$ cat config.mk
export PLATFORM = sky130hd
export DESIGN_NAME = sensor_seek_drive_mixer_core
export DESIGN_NICKNAME = d
export VERILOG_FILES = /design/src/design/ssdm_pkg.sv /design/src/design/sensor_seek_drive_mixer_core.sv
export VERILOG_INCLUDE_DIRS = /design/src /design/src/design
export SDC_FILE = /design/constraint.sdc
export NUM_CORES = 1
export LEC_CHECK = 0
export BUFFER_PORTS_ARGS = -buffer_cell sky130_fd_sc_hd__clkbuf_2
export CORE_MARGIN = 10
export CORE_UTILIZATION = 25
export DETAILED_ROUTE_END_ITERATION = 10
export GPL_TIMING_DRIVEN = 1
export HOLD_SLACK_MARGIN = 0.15
export MAX_ROUTING_LAYER = met4
export SYNTH_ARGS = -nofsm -noshare
export SYNTH_HDL_FRONTEND = slang
export SYNTH_SLANG_ARGS = --single-unit
$ cat constraint.sdc
create_clock -name clk -period 8.05 [get_ports clk]
set_input_delay 0.4025 -clock clk [delete_from_list [all_inputs] [get_ports clk]]
set_output_delay 0.4025 -clock clk [all_outputs]
set_load 0.05 [all_outputs]
$ cat src/design/sensor_seek_drive_mixer_core_defines.svh
// Assertion macros shared by the seek-and-drive mixer RTL.
// Expects signals named clk and rst_n in the scope of each use.
`ifndef SENSOR_SEEK_DRIVE_MIXER_CORE_DEFINES_SVH
`define SENSOR_SEEK_DRIVE_MIXER_CORE_DEFINES_SVH

`ifndef NO_ASSERTIONS

// consequent must hold in the same cycle as the antecedent
`define SSDM_ASSERT_SAME(lbl, ante, cons, msg) \
    lbl: assert property (@(posedge clk) disable iff (!rst_n) (ante) |-> (cons)) \
        else $error(msg);

// consequent must hold in the cycle after the antecedent
`define SSDM_ASSERT_NEXT(lbl, ante, cons, msg) \
    lbl: assert property (@(posedge clk) disable iff (!rst_n) (ante) |=> (cons)) \
        else $error(msg);

`else

`define SSDM_ASSERT_SAME(lbl, ante, cons, msg)
`define SSDM_ASSERT_NEXT(lbl, ante, cons, msg)

`endif

`endif

$ cat src/design/ssdm_pkg.sv
// Types and constants for the seek-and-drive mixer.
// No dependencies; imported by sensor_seek_drive_mixer_core.
package ssdm_pkg;

    // field widths
    localparam int SAMPLE_W = 12;
    localparam int SPEED_W  = 7;
    localparam int TURN_W   = 9;
    localparam int DIR_W    = 2;
    localparam int PROD_W   = 14;
    localparam int CFG_IDX_W  = 3;
    localparam int CFG_DATA_W = 12;

    // motor direction codes
    localparam logic [DIR_W-1:0] DIR_OFF = 2'd0;
    localparam logic [DIR_W-1:0] DIR_FWD = 2'd1;
    localparam logic [DIR_W-1:0] DIR_REV = 2'd2;

    // register map
    localparam logic [CFG_IDX_W-1:0] REG_DETECT_THRESHOLD = 3'd0;
    localparam logic [CFG_IDX_W-1:0] REG_ATTACK_SPEED     = 3'd1;
    localparam logic [CFG_IDX_W-1:0] REG_PIVOT_SPEED      = 3'd2;
    localparam logic [CFG_IDX_W-1:0] REG_SEARCH_SPEED     = 3'd3;
    localparam logic [CFG_IDX_W-1:0] REG_PIVOT_TURN       = 3'd4;
    localparam logic [CFG_IDX_W-1:0] REG_SEARCH_TURN      = 3'd5;

    // register reset values
    localparam logic [SAMPLE_W-1:0] RST_DETECT_THRESHOLD = 12'd3000;
    localparam logic [SPEED_W-1:0]  RST_ATTACK_SPEED     = 7'd80;
    localparam logic [SPEED_W-1:0]  RST_PIVOT_SPEED      = 7'd40;
    localparam logic [SPEED_W-1:0]  RST_SEARCH_SPEED     = 7'd40;
    localparam logic [TURN_W-1:0]   RST_PIVOT_TURN       = 9'd200;
    localparam logic [TURN_W-1:0]   RST_SEARCH_TURN      = 9'd300;

    // limits and range bounds
    localparam logic [SPEED_W-1:0] SPEED_MAX  = 7'd100;
    localparam logic [TURN_W-1:0]  TURN_MAX   = 9'd300;
    localparam logic [TURN_W-1:0]  TURN_FWD_TOP = 9'd100;
    localparam logic [TURN_W-1:0]  TURN_OFF_TOP = 9'd200;

    // divide by 100 as multiply by 5243 then shift right 19, exact below 10100
    localparam logic [12:0] DIV100_RECIP = 13'd5243;
    localparam int          DIV100_SHIFT = 19;
    localparam int          DIV100_PROD_W = 27;

    typedef struct packed {
        logic [SAMPLE_W-1:0] left_sample;
        logic [SAMPLE_W-1:0] right_sample;
    } in_word_t;

    typedef struct packed {
        logic               left_seen;
        logic               right_seen;
        logic [DIR_W-1:0]   motor_a_dir;
        logic [SPEED_W-1:0] motor_a_duty;
        logic [DIR_W-1:0]   motor_b_dir;
        logic [SPEED_W-1:0] motor_b_duty;
    } out_word_t;

endpackage

$ cat src/design/sensor_seek_drive_mixer_core.sv
// Seek-and-drive mixer: sensor samples in, two motor direction/duty pairs out.
// Depends on ssdm_pkg and sensor_seek_drive_mixer_core_defines.svh.
//
// Each input word (a left and a right sensor sample) gives one output word,
// and while the output is not stalled a new word can be taken on every cycle,
// so a steady stream runs at one word per cycle. The path is
// three register stages: the input register, a stage that holds the detect
// flags, the chosen speed and the speed-by-turn product, and the output
// register that holds the result after the divide by 100. Each stage moves
// forward whenever the one ahead of it is empty or draining, so a stalled
// output still lets the earlier stages fill. cfg_ready is always high. The user
// must write registers on the cfg port only while the block is idle (not enforced).
`include "sensor_seek_drive_mixer_core_defines.svh"

module sensor_seek_drive_mixer_core
    import ssdm_pkg::*;
(
    input  logic                  clk,
    input  logic                  rst_n,
    input  logic                  in_valid,
    output logic                  in_stall,
    input  in_word_t              in_word,
    output logic                  out_valid,
    input  logic                  out_stall,
    output out_word_t             out_word,
    input  logic                  cfg_valid,
    output logic                  cfg_ready,
    input  logic [CFG_IDX_W-1:0]  cfg_index,
    input  logic [CFG_DATA_W-1:0] cfg_data
);

    // configuration registers
    logic [SAMPLE_W-1:0] detect_threshold_reg;
    logic [SPEED_W-1:0]  attack_speed_reg;
    logic [SPEED_W-1:0]  pivot_speed_reg;
    logic [SPEED_W-1:0]  search_speed_reg;
    logic [TURN_W-1:0]   pivot_turn_reg;
    logic [TURN_W-1:0]   search_turn_reg;
    logic                search_positive_reg;
    logic                search_positive_next;

    // pipeline registers
    logic                s1_valid_reg;
    in_word_t            s1_word_reg;
    logic                s2_valid_reg;
    logic                s2_lseen_reg;
    logic                s2_rseen_reg;
    logic [SPEED_W-1:0]  s2_speed_reg;
    logic [PROD_W-1:0]   s2_product_reg;
    logic [DIR_W-1:0]    s2_inner_dir_reg;
    logic                s2_inner_is_b_reg;
    logic                out_valid_reg;
    out_word_t           out_word_reg;

    // handshake between stages
    logic out_ready;
    logic s2_ready;
    logic s1_ready;

    assign out_ready = !out_valid_reg || !out_stall;
    assign s2_ready  = !s2_valid_reg || out_ready;
    assign s1_ready  = !s1_valid_reg || s2_ready;
    assign in_stall  = !s1_ready;
    assign cfg_ready = 1'b1;
    assign out_valid = out_valid_reg;
    assign out_word  = out_word_reg;

    // configuration writes
    always_ff @(posedge clk or negedge rst_n)
    begin
        if (!rst_n)
        begin
            detect_threshold_reg <= RST_DETECT_THRESHOLD;
            attack_speed_reg     <= RST_ATTACK_SPEED;
            pivot_speed_reg      <= RST_PIVOT_SPEED;
            search_speed_reg     <= RST_SEARCH_SPEED;
            pivot_turn_reg       <= RST_PIVOT_TURN;
            search_turn_reg      <= RST_SEARCH_TURN;
        end
        else if (cfg_valid && cfg_ready)
        begin
            unique case (cfg_index)
                REG_DETECT_THRESHOLD: detect_threshold_reg <= cfg_data[SAMPLE_W-1:0];
                REG_ATTACK_SPEED:     attack_speed_reg     <= cfg_data[SPEED_W-1:0];
                REG_PIVOT_SPEED:      pivot_speed_reg      <= cfg_data[SPEED_W-1:0];
                REG_SEARCH_SPEED:     search_speed_reg     <= cfg_data[SPEED_W-1:0];
                REG_PIVOT_TURN:       pivot_turn_reg       <= cfg_data[TURN_W-1:0];
                REG_SEARCH_TURN:      search_turn_reg      <= cfg_data[TURN_W-1:0];
                default: ;
            endcase
        end
    end

    // input register
    always_ff @(posedge clk or negedge rst_n)
    begin
        if (!rst_n)
        begin
            s1_valid_reg <= 1'b0;
        end
        else if (s1_ready)
        begin
            s1_valid_reg <= in_valid;
        end
    end

    always_ff @(posedge clk)
    begin
        if (s1_ready && in_valid)
        begin
            s1_word_reg <= in_word;
        end
    end

    // detection, speed and turn selection, product
    logic               lseen;
    logic               rseen;
    logic [SPEED_W-1:0] speed_raw;
    logic [SPEED_W-1:0] speed_sat;
    logic [TURN_W-1:0]  turn_raw;
    logic [TURN_W-1:0]  mag;
    logic               positive;
    logic [SPEED_W-1:0] range_off;
    logic [DIR_W-1:0]   inner_dir_next;
    logic [PROD_W-1:0]  product_next;
    logic               inner_is_b_next;

    assign lseen = s1_word_reg.left_sample  < detect_threshold_reg;
    assign rseen = s1_word_reg.right_sample < detect_threshold_reg;

    always_comb
    begin
        search_positive_next = search_positive_reg;
        priority if (lseen && rseen)
        begin
            speed_raw = attack_speed_reg;
            turn_raw  = '0;
            positive  = 1'b1;
        end
        else if (lseen)
        begin
            search_positive_next = 1'b1;
            speed_raw = pivot_speed_reg;
            turn_raw  = pivot_turn_reg;
            positive  = 1'b1;
        end
        else if (rseen)
        begin
            search_positive_next = 1'b0;
            speed_raw = pivot_speed_reg;
            turn_raw  = pivot_turn_reg;
            positive  = 1'b0;
        end
        else
        begin
            speed_raw = search_speed_reg;
            turn_raw  = search_turn_reg;
            positive  = search_positive_reg;
        end
    end

    assign speed_sat = (speed_raw > SPEED_MAX) ? SPEED_MAX : speed_raw;
    assign mag       = (turn_raw > TURN_MAX) ? TURN_MAX : turn_raw;

    // pick the range: offset into it and the inner motor direction
    always_comb
    begin
        if (mag <= TURN_FWD_TOP)
        begin
            range_off      = mag[SPEED_W-1:0];
            inner_dir_next = DIR_FWD;
        end
        else if (mag <= TURN_OFF_TOP)
        begin
            range_off      = SPEED_W'(mag - TURN_FWD_TOP);
            inner_dir_next = DIR_OFF;
        end
        else
        begin
            range_off      = SPEED_W'(mag - TURN_OFF_TOP);
            inner_dir_next = DIR_REV;
        end
    end

    assign product_next    = PROD_W'(speed_sat) * PROD_W'(range_off);
    assign inner_is_b_next = !(positive || (mag == '0));

    always_ff @(posedge clk or negedge rst_n)
    begin
        if (!rst_n)
        begin
            s2_valid_reg        <= 1'b0;
            search_positive_reg <= 1'b0;
        end
        else
        begin
            if (s2_ready)
            begin
                s2_valid_reg <= s1_valid_reg;
            end
            if (s2_ready && s1_valid_reg)
            begin
                search_positive_reg <= search_positive_next;
            end
        end
    end

    always_ff @(posedge clk)
    begin
        if (s2_ready && s1_valid_reg)
        begin
            s2_lseen_reg      <= lseen;
            s2_rseen_reg      <= rseen;
            s2_speed_reg      <= speed_sat;
            s2_product_reg    <= product_next;
            s2_inner_dir_reg  <= inner_dir_next;
            s2_inner_is_b_reg <= inner_is_b_next;
        end
    end

    // divide by 100 and assign inner and outer motors
    logic [DIV100_PROD_W-1:0] recip_prod;
    logic [SPEED_W-1:0]       quotient;
    logic [SPEED_W-1:0]       inner_duty;
    out_word_t                out_word_next;

    assign recip_prod = DIV100_PROD_W'(s2_product_reg) * DIV100_PROD_W'(DIV100_RECIP);
    assign quotient   = recip_prod[DIV100_SHIFT +: SPEED_W];
    assign inner_duty = (s2_inner_dir_reg == DIR_FWD) ? (s2_speed_reg - quotient) : quotient;

    always_comb
    begin
        out_word_next.left_seen  = s2_lseen_reg;
        out_word_next.right_seen = s2_rseen_reg;
        if (s2_inner_is_b_reg)
        begin
            out_word_next.motor_a_dir  = DIR_FWD;
            out_word_next.motor_a_duty = s2_speed_reg;
            out_word_next.motor_b_dir  = s2_inner_dir_reg;
            out_word_next.motor_b_duty = inner_duty;
        end
        else
        begin
            out_word_next.motor_a_dir  = s2_inner_dir_reg;
            out_word_next.motor_a_duty = inner_duty;
            out_word_next.motor_b_dir  = DIR_FWD;
            out_word_next.motor_b_duty = s2_speed_reg;
        end
    end

    // output register
    always_ff @(posedge clk or negedge rst_n)
    begin
        if (!rst_n)
        begin
            out_valid_reg <= 1'b0;
        end
        else if (out_ready)
        begin
            out_valid_reg <= s2_valid_reg;
        end
    end

    always_ff @(posedge clk)
    begin
        if (out_ready && s2_valid_reg)
        begin
            out_word_reg <= out_word_next;
        end
    end

    // checks
    `SSDM_ASSERT_SAME(a_duty_in_range, out_valid_reg,
        (out_word_reg.motor_a_duty <= SPEED_MAX) && (out_word_reg.motor_b_duty <= SPEED_MAX),
        "motor duty above full scale")
    `SSDM_ASSERT_SAME(a_outer_forward, out_valid_reg,
        (out_word_reg.motor_a_dir == DIR_FWD) || (out_word_reg.motor_b_dir == DIR_FWD),
        "neither motor runs forward")
    `SSDM_ASSERT_SAME(a_attack_straight,
        out_valid_reg && out_word_reg.left_seen && out_word_reg.right_seen,
        (out_word_reg.motor_a_dir == DIR_FWD) && (out_word_reg.motor_b_dir == DIR_FWD)
            && (out_word_reg.motor_a_duty == out_word_reg.motor_b_duty),
        "attack word is not straight")
    `SSDM_ASSERT_NEXT(a_left_remembered, s1_valid_reg && s2_ready && lseen && !rseen,
        search_positive_reg, "left-only sighting not remembered")

endmodule

=== Word-level counts from Yosys, hierarchy flattened ===
Cells that the tools add are included.

* $add $sub $neg: 3
* Multiply operators: 2
* Magnitude comparators: 6
* Equality and inequality tests: 6
* Muxes and demuxes: 16
* Bitwise gates (word level): 1
* Reductions and logical operators: 23

{| class="wikitable"
|+ Operators with widths
! cell !! number
|-
| two-way mux 7 bit || 7
|-
| two-way mux 9 bit || 4
|-
| multiplier 14 x 13 -> 26 bit (second input constant) || 1
|-
| less-than comparator 12 bit || 2
|-
| two-way mux 16 bit || 1
|-
| multiplier 7 x 7 -> 14 bit || 1
|-
| AND reduction 2 bit || 7
|-
| subtractor 7 bit (second input constant) || 2
|-
| > comparator 9 bit (second input constant) || 1
|-
| less-or-equal comparator 9 x 7 -> 1 bit (second input constant) || 1
|-
| less-or-equal comparator 9 x 8 -> 1 bit (second input constant) || 1
|-
| zero test 9 bit || 1
|-
| > comparator 7 bit (second input constant) || 1
|-
| subtractor 7 bit || 1
|-
| == test 3 x 2 -> 1 bit (second input constant) || 2
|-
| == test 3 bit (second input constant) || 2
|-
| zero test 1 bit || 6
|-
| logical AND 1 bit || 4
|-
| logical OR 1 bit || 4
|-
| == test 3 x 1 -> 1 bit (second input constant) || 1
|-
| zero test 3 bit || 1
|-
| two-way mux 1 bit || 3
|-
| == test 2 x 1 -> 1 bit (second input constant) || 1
|-
| two-way mux 2 bit || 1
|-
| inverter 1 bit || 1
|}

* Bits in registers: 125
* Bits of input ports: 44
* Output and inout port bits: 23
* Word-level logic and storage cells: 81

=== Longest topological paths before layout ===
Gate-level depths: netlist of run 1.

* Depth after elaboration: 10
* Mapped depth: 40
* Mapped depth without buffers: 39

=== Worst setup path before layout of run 1 ===
OpenSTA, ideal clock, no wires.

* Path kind: register to register
* Start: reg detect_threshold_reg[9]
* End: reg s2_product_reg[13], data pin
* Setup time: 0.260 ns
* Arrival time: 8.135 ns
* Required time: 7.790 ns
* Path slack: -0.345 ns
* Cell stages (with the launch flop): 36
* Buffers on the path: 1
* Clock period less this slack: 8.395 ns
* Cells stage by stage: dfstp_2 inv_1 ha_1 a2111oi_0 nand2_1 o32a_4 xnor2_4 buf_2 a31oi_1 nand2b_1 a21oi_1 nor2_1 nor2b_1 inv_1 ha_1 o221a_1 o41a_4 a21oi_1 a221o_1 o31ai_4 or2_1 fa_1 fa_1 inv_1 fa_1 inv_1 fa_1 inv_1 ha_1 a21oi_1 o21bai_1 a21oi_1 nor2b_1 o21a_1 o41a_1 xnor2_1

* Word-level cells in the longest chain between the ends: 10
* Elaborated cells between the ends (all ways): 20
* Those cells by class: 2 x add/sub; 1 x mul; 6 x order compare; 10 x mux; 1 x reduce/logical

{| class="wikitable"
|+ Ends and longest elaborated chain
! what !! line !! RTL
|-
| start, declared || sensor_seek_drive_mixer_core.sv:33 || <nowiki>logic [SAMPLE_W-1:0] detect_threshold_reg;</nowiki>
|-
| start signal, assigned || sensor_seek_drive_mixer_core.sv:83 || <nowiki>REG_DETECT_THRESHOLD: detect_threshold_reg <= cfg_data[SAMPLE_W-1:0];</nowiki>
|-
| less-than comparator 12 bit || sensor_seek_drive_mixer_core.sv:129 || <nowiki>assign rseen = s1_word_reg.right_sample < detect_threshold_reg;</nowiki>
|-
| two-way mux 9 bit || sensor_seek_drive_mixer_core.sv:147 || <nowiki>else if (rseen)</nowiki>
|-
| two-way mux 9 bit || sensor_seek_drive_mixer_core.sv:140 || <nowiki>else if (lseen)</nowiki>
|-
| two-way mux 9 bit || sensor_seek_drive_mixer_core.sv:134 || <nowiki>priority if (lseen && rseen)</nowiki>
|-
| > comparator 9 bit || sensor_seek_drive_mixer_core.sv:163 || <nowiki>assign mag = (turn_raw > TURN_MAX) ? TURN_MAX : turn_raw;</nowiki>
|-
| two-way mux 9 bit || sensor_seek_drive_mixer_core.sv:163 ||
|-
| less-or-equal comparator 9 x 8 -> 1 bit (tied with other cells) || sensor_seek_drive_mixer_core.sv:173 || <nowiki>else if (mag <= TURN_OFF_TOP)</nowiki>
|-
| two-way mux 7 bit || sensor_seek_drive_mixer_core.sv:173 ||
|-
| two-way mux 7 bit || sensor_seek_drive_mixer_core.sv:168 || <nowiki>if (mag <= TURN_FWD_TOP)</nowiki>
|-
| multiplier 7 x 7 -> 14 bit (*) || sensor_seek_drive_mixer_core.sv:185 || <nowiki>assign product_next = PROD_W'(speed_sat) * PROD_W'(range_off);</nowiki>
|-
| net product_next[13] || sensor_seek_drive_mixer_core.sv:125 || <nowiki>logic [PROD_W-1:0] product_next;</nowiki>
|-
| end signal, assigned || sensor_seek_drive_mixer_core.sv:215 || <nowiki>s2_product_reg <= product_next;</nowiki>
|-
| end, declared || sensor_seek_drive_mixer_core.sv:49 || <nowiki>logic [PROD_W-1:0] s2_product_reg;</nowiki>
|}

Mark *: on every way through the listed nets, which the timed path passes. The rest lies on a longest branch.
A chain may end at the register's enable or synchronous reset.

=== Worst setup path in the final report of run 1 ===
* Start: reg detect_threshold_reg[1]
* End: reg s2_product_reg[13], data pin

The elaborated chain is that of the path after synthesis.

==> metrics.md, run 1 <==
| Metric | Value |
|---|---|
| Status | complete, no violations |
| Most frequent cell after synthesis | inv_1 |
| DR iter-0 viols | just under 300 |
| Synth Area per Inst | 11.1 µm² |
| Placer Congestion | 0.870 |
| Sink Count | approximately 130 |
| Top cells by count, synth | 174 x inv_1, 160 x ha_1, 87 x fa_1 |
| Unrepaired setup endpoints after global routing | yes |
| Horiz. Die Dim | between 200 and 250 µm |
| Ranking of synthesized cells by area | edfxtp_1 20%, ha_1 19%, fa_1 16%, dfrtp_1 8.2%, inv_1 6.1% |
| Final #Nets | between 1000 and 1500 |
| Cells after Synth | between 900 and 1000 |
| Register area share after synthesis | between 30% and 40% |
| Clock Latency Late Sink | approximately 0.43 ns |
| First-pass GRT wire length | between 30000 and 40000 µm |
| Crit-path max FO | 6 |
| Crit path largest cell delay | about 0.52 ns |
| Slew Viols, Final | 0 |
| CP dominant cell by count | fa_1 |
| Die Area | a little over 50000 µm² |
| Mapped Area | 10700 µm² |
| Congestion Overflow GR | 0 |
| Die Y | between 200 and 250 µm |
| Critical Path End Type | flop |
| Final Hold Fails | 0 |
| Period utilisation layout | a little over nine tenths |
| Yosys reg bits | 125 |
| Root Buffer | clkbuf_16 |
| Layout cells sized above 1 | approximately 25% |
| Setup TNS | 0 ns |
| Clk_skew | about 0.016 ns |
| Slew margin rel. | 26.7% |
| Post-Synthesis Net Count | approximately 1300 |
| Hold Crit Class | in2reg |
| Cell taking the most area after synthesis | edfxtp_1 |
| Core Region | about 42000 µm² |
| Max_cap viols | 0 |
| Total GRT Usage | ~10% |
| Largest net degree at the start of global routing | 56 |
| Initial Utilization | around 25% |
| Post-synth top flop | edfxtp_1 |
| Vias in the first global route | around 8000 |
| Std-Cell Rows | 75 |
| Post-detail-place hpwl | 18900 µm |
| Critical path class | reg2reg |
| CTS tree | done |
| H-tree lvl count | 4 |
| Critical Path RT | around 8 ns |
| First drt pass iteration count | 4 |
| Post-synth top area share | about 20% |
| Vias | 7387 |
| Max frequency | between 100 and 150 MHz |
| Synth cell types | 73 |
| Ports | 67 |
| Area growth, synth to finish | 24.3% |
| WL/cell | between 10 and 15 µm |
| Synthesis warning total | 0 |
| Setup Viol. Count Final | 0 |
| Post-synth EDFFs | 70 |
| Layout fillers | between 4000 and 5000 |
| Diodes inserted | 0 |
| Worst Tran Pin Value | about 1.1 ns |
| Clk slew on worst S/H paths | approximately 0.07 ns |
| Vias per cell | 4.42 |
| Routed Antenna Nets | 0 |
| Synth async-reset ratio | 44.0% |
| CTS buffer count | 17 |
| Fin crit period | between 7 and 8 ns |
| Slowest-stage cell, CP | o41a_4 |
| Clk buf depth | 2 |
| Buffers added on ports | 65 |
| Initial antenna violation count | 0 |
| Crit start category | flop |
| Detailed Route WL | around 24000 µm |
| Max reg flops | 24 |
| Crit path DAT | 8.00 ns |
| DRC viols | 0 |
[routing by layer]
metal	wire length [µm]	share of wire, %	GRT usage (%)	vias up
met3	784	3.3	2.23	21
met5	0	0	-	-
met2	11200	47	15.8	103
met1	11400	48	12.8	3644
li1	-	-	-	3619
met4	294	1.2	2.45	0
[area by class of cell]
type | instances | area (µm²) | area share [%]
Tap cell | 539 | 674 | 5.06
Clock inverter | 13 | 131 | 0.987
Inverter | 177 | 674 | 5.06
Timing Repair Buffer | 144 | 1000 | 7.55
Sequential cell | 125 | 3500 | 26.3
Multi-Input combinational cell | 653 | 6890 | 51.8
Clock buffer | 19 | 433 | 3.25
[through the flow]
step                      cell area (µm²)  hold slack (ns)  setup WS, ns  utilization (%)  cells
after detailed placement            12100            0.419        -0.190             28.6   1594
after floorplan                     10800            0.107      0.000143                -    968
after global routing                13300            0.171        -0.135             31.6   1670
final                               13300            0.172         0.232             31.6   1670
after CTS                           13000            0.151        0.0282             30.7   1655
after global placement              12100            0.416       -0.0107             28.6   1594
[placed cells by master, fill, tap and decap left out, types with 7 or more instances in the layout]
cell type / netlist / layout
a21o_1: 16 / 16
a21oi_1: 36 / 25
buf_4: 1 / 50
clkbuf_16: 0 / 17
clkbuf_2: 0 / 65
dfrtp_1: 35 / 35
dfstp_2: 20 / 20
dlygate4sd3_1: 0 / 25
edfxtp_1: 70 / 70
fa_1: 87 / 87
ha_1: 160 / 151
ha_4: 0 / 7
inv_1: 174 / 165
inv_2: 2 / 10
mux2_2: 42 / 42
nand2_1: 52 / 51
nand2b_1: 10 / 8
nand3_1: 11 / 9
nor2_1: 51 / 46
nor2b_1: 9 / 7
nor3_1: 7 / 7
o21a_1: 9 / 9
o21ai_0: 29 / 29
xnor2_1: 23 / 23
[path summary, 6_finish.rpt]
check | cells past startpoint | from | end | slack (ns)
max | 33 | detect_threshold_reg[1] | s2_product_reg[13] | 0.23
min | 3 | cfg_data[9] | detect_threshold_reg[9] | 0.17
max reg2reg | 33 | detect_threshold_reg[1] | s2_product_reg[13] | 0.23
min reg2reg | 0 | s2_rseen_reg | out_word[18] | 0.44
max in group asynchronous | 3 | rst_n | pivot_turn_reg[5] | 6.94
min in group asynchronous | 3 | rst_n | detect_threshold_reg[0] | 0.63
[critical path, delay by kind of cell (launching register included)]
family                     cells  cell delay [ns]
adders and majority gates      7             2.64
DFF                            1             0.37
AOI/OAI and AO/OA             13             3.17
buffers and inverters          5             0.31
xor gates and xnor gates       2             0.38
and+or+nand+nor                6             0.66
[timing repair]
| action | 4_1_cts | 5_1_grt |
|---|---|---|
| hold endpoints to repair | 59 | 0 |
| pin swaps | 13 | 37 |
| resized for setup | 11 | 46 |
| buffers inserted | 4 | 15 |
| setup endpoints to repair | 2 | 4 |
| hold buffers | 25 | 0 |
[logic make-up (layout without fill, tap and decap cells)]
kind of cell             after synthesis  after routing  share of synthesized area [%]
AO/OA/AOI/OAI                        155            155                           10.2
XOR/XNOR                              32             32                           2.86
adder cells (fa/ha/maj)              247            247                           34.9
buffers and inverters                190            353                           6.75
flip-flops                           125            125                           32.7
multiplexers                          44             44                           4.64
other                                  1              1                         0.0350
AND/OR/NAND/NOR                      174            174                           7.85
Power of run 1 is left out: the tool's default activity adds up to more than one toggle a clock period on the data nets, which glitch-free logic cannot reach.
==> run 2, diff against run 1 <==
Settings changed: CTS_CLUSTER_DIAMETER from default to 100, RECOVER_POWER from default to 100.
==> run 2 against run 1 <==
  * The run now ends with capacitance limit, slew limit left
  * Largest cell class unchanged
  * Register-to-register slack is essentially flat
  * Final cell count is the same
  * Count of clock-buffer cells in the layout is the same
  * Critical endpoint unchanged
==> metrics.md, run 2 (same netlist as run 1, synthesis figures left out) <==
| Metric | Value |
|---|---|
| Status | complete, but fails checks (was complete, no violations) |
| Failing checks | capacitance limit, slew limit |
| Crit path DAT | 7.99 ns (was 8.00 ns) |
| Max reg flops | 24 (unchanged) |
| Hold Crit Class | in2reg (unchanged) |
| Slew Viols, Final | 102 (was 0) |
| Slew margin rel. | -98.5% (was 26.7%) |
| Horiz. Die Dim | 227 µm (unchanged) |
| CP dominant cell by count | fa_1 (unchanged) |
| Hold path start | cfg_data[9] (unchanged) |
| Std-Cell Rows | 75 (unchanged) |
| Diodes inserted | 0 (unchanged) |
| Setup TNS | 0 ns (unchanged) |
| Critical Path Source | detect_threshold_reg[1] (unchanged) |
| Core Region | 42100 µm² (unchanged) |
| H-tree lvl count | 4 (unchanged) |
| Total GRT Usage | 9.98% (unchanged) |
| Fin crit period | 7.82 ns (about the same) |
| Clk_skew | 0.0159 ns (was 0.0155 ns) |
| CTS tree | done (unchanged) |
| Crit-path max FO | 6 (unchanged) |
| DR iter-0 viols | 313 (was 295) |
| Worst path buffer plus inverter count | 5 (unchanged) |
| Max frequency | 128 MHz (about the same) |
| Setup Viol. Count Final | 0 (unchanged) |
| Finished Cell Area | 13300 µm² (about the same) |
| CP delay by family, top | compound AO/OA/AOI/OAI gates (unchanged) |
| Die Y | 227 µm (unchanged) |
| Vias | 7401 (was 7387) |
| Die Area | 51500 µm² (unchanged) |
| Period utilisation layout | 97.1% (about the same) |
| Clock Latency Late Sink | 0.43 ns (about the same) |
| First drt pass iteration count | 6 (was 4) |
| Worst Tran Pin Value | 2.98 ns (was 1.09 ns) |
| Largest net degree at the start of global routing | 56 (unchanged) |
| Congestion Overflow GR | 0 (unchanged) |
| Max_cap viols | 3 (was 0) |
| Buffers added on ports | 65 (unchanged) |
| Unrepaired setup endpoints after global routing | yes (unchanged) |
| DRC viols | 0 (unchanged) |
| Post-detail-place hpwl | 18900 µm (unchanged) |
| Placer Congestion | 0.870 (unchanged) |
| Root Buffer | clkbuf_16 (unchanged) |
| Area growth, synth to finish | 23.8% (was 24.3%) |
| Final #Nets | 1409 (unchanged) |
| Routed Antenna Nets | 0 (unchanged) |
| CTS buffer count | 17 (unchanged) |
| Clk buf depth | 2 (unchanged) |
| WL/cell | 14.2 µm (about the same) |
| Dpl cell area | 12100 µm² (unchanged) |
| Ports | 67 (unchanged) |
| Fin util | 31.5% (was 31.6%) |
| Final Hold Fails | 0 (unchanged) |
| Vias in the first global route | 7855 (unchanged) |
| Detailed Route WL | 23800 µm (was 23700 µm) |
| Reg2reg start | detect_threshold_reg[1] (unchanged) |
| Initial Utilization | 25.4% (unchanged) |
| Critical Path RT | 8.23 ns (about the same) |
| Vias per cell | 4.43 (was 4.42) |
| Most common cell after layout, fill and taps aside | inv_1 (unchanged) |
| Sink Count | 125 (unchanged) |
| Most frequent cells in the layout | 165 x inv_1, 151 x ha_1, 87 x fa_1 (unchanged) |
| Slowest-stage cell, CP | o41a_4 (unchanged) |
| Initial antenna violation count | 0 (unchanged) |
| Crit path largest cell delay | 0.52 ns (about the same) |
| Clk slew on worst S/H paths | 0.07 ns (about the same) |
| Critical Path End Type | flop (unchanged) |
| Critical path class | reg2reg (unchanged) |
| First-pass GRT wire length | 40000 µm (unchanged) |
| Crit start category | flop (unchanged) |
| Layout cells sized above 1 | 22.6% (was 25.3%) |
## run 2: timing repair
item | 4_1_cts | 5_1_grt
pin swaps | 13 | 37
endpoints found under the hold margin | 59 | 0
hold buffers | 25 | 0
setup endpoints to repair | 2 | 4
buffers inserted | 4 | 15
gates resized for setup | 11 | 46
## run 2: worst min-delay path: stages
cell and delay [ns]:
clkbuf_2 0.08, nand2_1 0.04, o21ai_0 0.07
## run 2: area by class of cell
| class | instances | area [µm²] |
|---|---|---|
| Fill cell | 4250 | 28900 |
| Timing Repair Buffer | 144 | 957 |
| Multi-Input combinational cell | 653 | 6880 |
| Clock buffer | 19 | 433 |
| Tap cell | 539 | 674 |
| Clock inverter | 13 | 131 |
| Inverter | 177 | 674 |
| Sequential cell | 125 | 3500 |
## run 2: metal layers
metal	vias up	share of wire [%]	GRT usage, %
met5	-	0	-
met4	0	1.2	2.45
met3	19	3.6	2.23
met2	114	47	15.8
met1	3649	48	12.8
li1	3619	-	-
## run 2: through the flow
stage	std cells	setup slack (ns)	hold WS, ns
after floorplan	968	0.000143	0.107
after detailed placement	1594	-0.190	0.419
after CTS	1655	0.0282	0.151
after global placement	1594	-0.0107	0.416
after global routing	1670	-0.135	0.171
final	1670	0.234	0.170
## run 2: worst paths after layout
path | endpoint | slack, ns | cells after the start
setup reg to reg | s2_product_reg[13] | 0.23 | 33
max in group asynchronous | pivot_turn_reg[4] | 4.79 | 3
setup / recovery | s2_product_reg[13] | 0.23 | 33
hold / removal | detect_threshold_reg[9] | 0.17 | 3
min in group asynchronous | detect_threshold_reg[0] | 1.57 | 3
hold reg to reg | out_word[18] | 0.44 | 0
Power of run 2 is left out for the same reason.
==> run 3, diff against run 2 <==
Settings changed: REMOVE_ABC_BUFFERS from default to 1.
==> run 3 against run 2 <==
  * The flow finishes with violations (capacitance limit, slew limit, setup timing)
  * Maximum frequency down 3.1%
  * Count of clock-buffer cells in the layout up 2
  * Flip-flop and latch count unchanged
  * Worst hold slack worse by 0.0012 ns
  * Final area up 1.0%
  * Die area unchanged
  * Critical path depth up 5
  * Sequential share of layout area down 0.26 points
  * Clock skew up 0.00061 ns
  * First-iteration DRC count down 12%
  * Global-route usage up 0.13 points
  * Register-to-register slack worse by 0.25 ns
  * Critical endpoint unchanged
  * Largest cell class unchanged
==> metrics.md, run 3 (same netlist as run 1, synthesis figures left out) <==
| Metric | Value |
|---|---|
| Status | complete, but fails checks (unchanged) |
| Failing checks | capacitance limit, slew limit, setup timing (was capacitance limit, slew limit) |
| Clk buf depth | 2 (unchanged) |
| Final Hold Fails | 0 (unchanged) |
| H-tree lvl count | 4 (unchanged) |
| Sink Count | 125 (unchanged) |
| CTS tree | done (unchanged) |
| Layout fillers | 4208 (was 4250) |
| CP delay by family, top | compound AO/OA/AOI/OAI gates (unchanged) |
| Detailed Route WL | 24200 µm (was 23800 µm) |
| Critical Path RT | 8.22 ns (was 8.23 ns) |
| DR iter-0 viols | 276 (was 313) |
| Max frequency | 124 MHz (was 128 MHz) |
| Crit start category | flop (unchanged) |
| Die Area | 51500 µm² (unchanged) |
| Ports | 67 (unchanged) |
| Diodes inserted | 0 (unchanged) |
| Vias | 7479 (was 7401) |
| Most frequent cells in the layout | 168 x inv_1, 148 x ha_1, 87 x fa_1 (was 165 x inv_1, 151 x ha_1, 87 x fa_1) |
| Slew margin rel. | -100% (was -98.5%) |
| Slew Viols, Final | 77 (was 102) |
| Vias per cell | 4.41 (was 4.43) |
| Crit path largest cell delay | 0.54 ns (was 0.52 ns) |
| Largest net degree at the start of global routing | 56 (unchanged) |
| Buffers added on ports | 65 (unchanged) |
| Routed Antenna Nets | 0 (unchanged) |
| Final #Nets | 1435 (was 1409) |
| Total GRT Usage | 10.1% (was 9.98%) |
| Root Buffer | clkbuf_16 (unchanged) |
| Final setup margin | -0.0183 ns (was 0.234 ns) |
| Worst path buffer plus inverter count | 9 (was 5) |
| Reg2reg start | detect_threshold_reg[5] (was detect_threshold_reg[1]) |
| Period utilisation layout | 100% (was 97.1%) |
| Core Region | 42100 µm² (unchanged) |
| Most common cell after layout, fill and taps aside | inv_1 (unchanged) |
| Congestion Overflow GR | 0 (unchanged) |
| First-pass GRT wire length | 40400 µm (was 40000 µm) |
| Initial Utilization | 25.4% (unchanged) |
| Max reg flops | 24 (unchanged) |
| WL/cell | 14.2 µm (about the same) |
| Max_cap viols | 2 (was 3) |
| Hold path start | in_valid (was cfg_data[9]) |
| Crit-path max FO | 6 (unchanged) |
| Critical Path Source | detect_threshold_reg[5] (was detect_threshold_reg[1]) |
| Hold Crit Class | in2reg (unchanged) |
| Area growth, synth to finish | 25.0% (was 23.8%) |
| CTS buffer count | 17 (unchanged) |
| Horiz. Die Dim | 227 µm (unchanged) |
| Footprint of the multi-input gates | 6840 µm² (was 6880 µm²) |
| Fin crit period | 8.07 ns (was 7.82 ns) |
| Unrepaired setup endpoints after global routing | yes (unchanged) |
| Die Y | 227 µm (unchanged) |
| Placer Congestion | 0.892 (was 0.870) |
| Initial antenna violation count | 0 (unchanged) |
| First drt pass iteration count | 5 (was 6) |
| Std-Cell Rows | 75 (unchanged) |
| Critical Path End Type | flop (unchanged) |
| Worst Tran Pin Value | 3.00 ns (was 2.98 ns) |
| Crit path DAT | 8.24 ns (was 7.99 ns) |
| Critical path class | reg2reg (unchanged) |
| Clk_skew | 0.0165 ns (was 0.0159 ns) |
| Post-detail-place hpwl | 18900 µm (about the same) |
| Setup Viol. Count Final | 1 (was 0) |
| Seq. cell area | 3500 µm² (unchanged) |
| Fin util | 31.8% (was 31.5%) |
| CP dominant cell by count | buf_4 (was fa_1) |
| Clk slew on worst S/H paths | 0.06 ns (was 0.07 ns) |
| Vias in the first global route | 8005 (was 7855) |
| DRC viols | 0 (unchanged) |
| Clock Latency Late Sink | 0.44 ns (was 0.43 ns) |
| Slowest-stage cell, CP | dfstp_2 (was o41a_4) |
| Layout cells sized above 1 | 24.0% (was 22.6%) |
[run 3: repair_timing]
item | 4_1_cts | 5_1_grt
endpoints found under the hold margin | 59 | 0
endpoints found under the setup margin | 4 | 6
setup buffers | 13 | 9
cloned | 0 | 0
pin swaps | 17 | 42
resized for setup | 26 | 43
hold buffers | 25 | 0
[run 3: metal layers]
metal,track usage (%),vias to the layer above,part of all wire [%]
li1,-,3656,-
met2,16.6,131,48
met1,12.5,3656,47
met3,1.98,36,3.3
met5,-,-,0
met4,2.99,0,1.7
[run 3: stage by stage]
step	instance area [µm²]	TNS [ns]	setup WS (ns)	hold WS (ns)	instances
floorplan	10700	-0.987	-0.456	0.107	955
global placement	12100	-0.194	-0.117	0.407	1617
detailed placement	12100	-0.791	-0.325	0.411	1617
CTS	13200	0	0.0161	0.156	1687
global route	13400	-0.898	-0.286	0.172	1696
finish	13400	-0.0183	-0.0183	0.169	1696
[run 3: layout make-up]
type	instances	area share (%)
Clock buffer	21	3.52
Clock inverter	11	0.701
Inverter	177	5.02
Multi-Input combinational cell	653	51.1
Sequential cell	125	26.2
Tap cell	539	5.04
Timing Repair Buffer	170	8.50
[run 3: worst paths after layout]
| check | end | slack, ns | cells after the start |
|---|---|---|---|
| setup / recovery | s2_product_reg[13] | -0.02 | 38 |
| hold / removal | s1_valid_reg | 0.17 | 2 |
| setup reg to reg | s2_product_reg[13] | -0.02 | 38 |
| hold reg to reg | out_word[19] | 0.42 | 0 |
| max in group asynchronous | out_valid | 4.74 | 3 |
| min in group asynchronous | detect_threshold_reg[0] | 1.58 | 3 |
Power of run 3 is left out for the same reason.
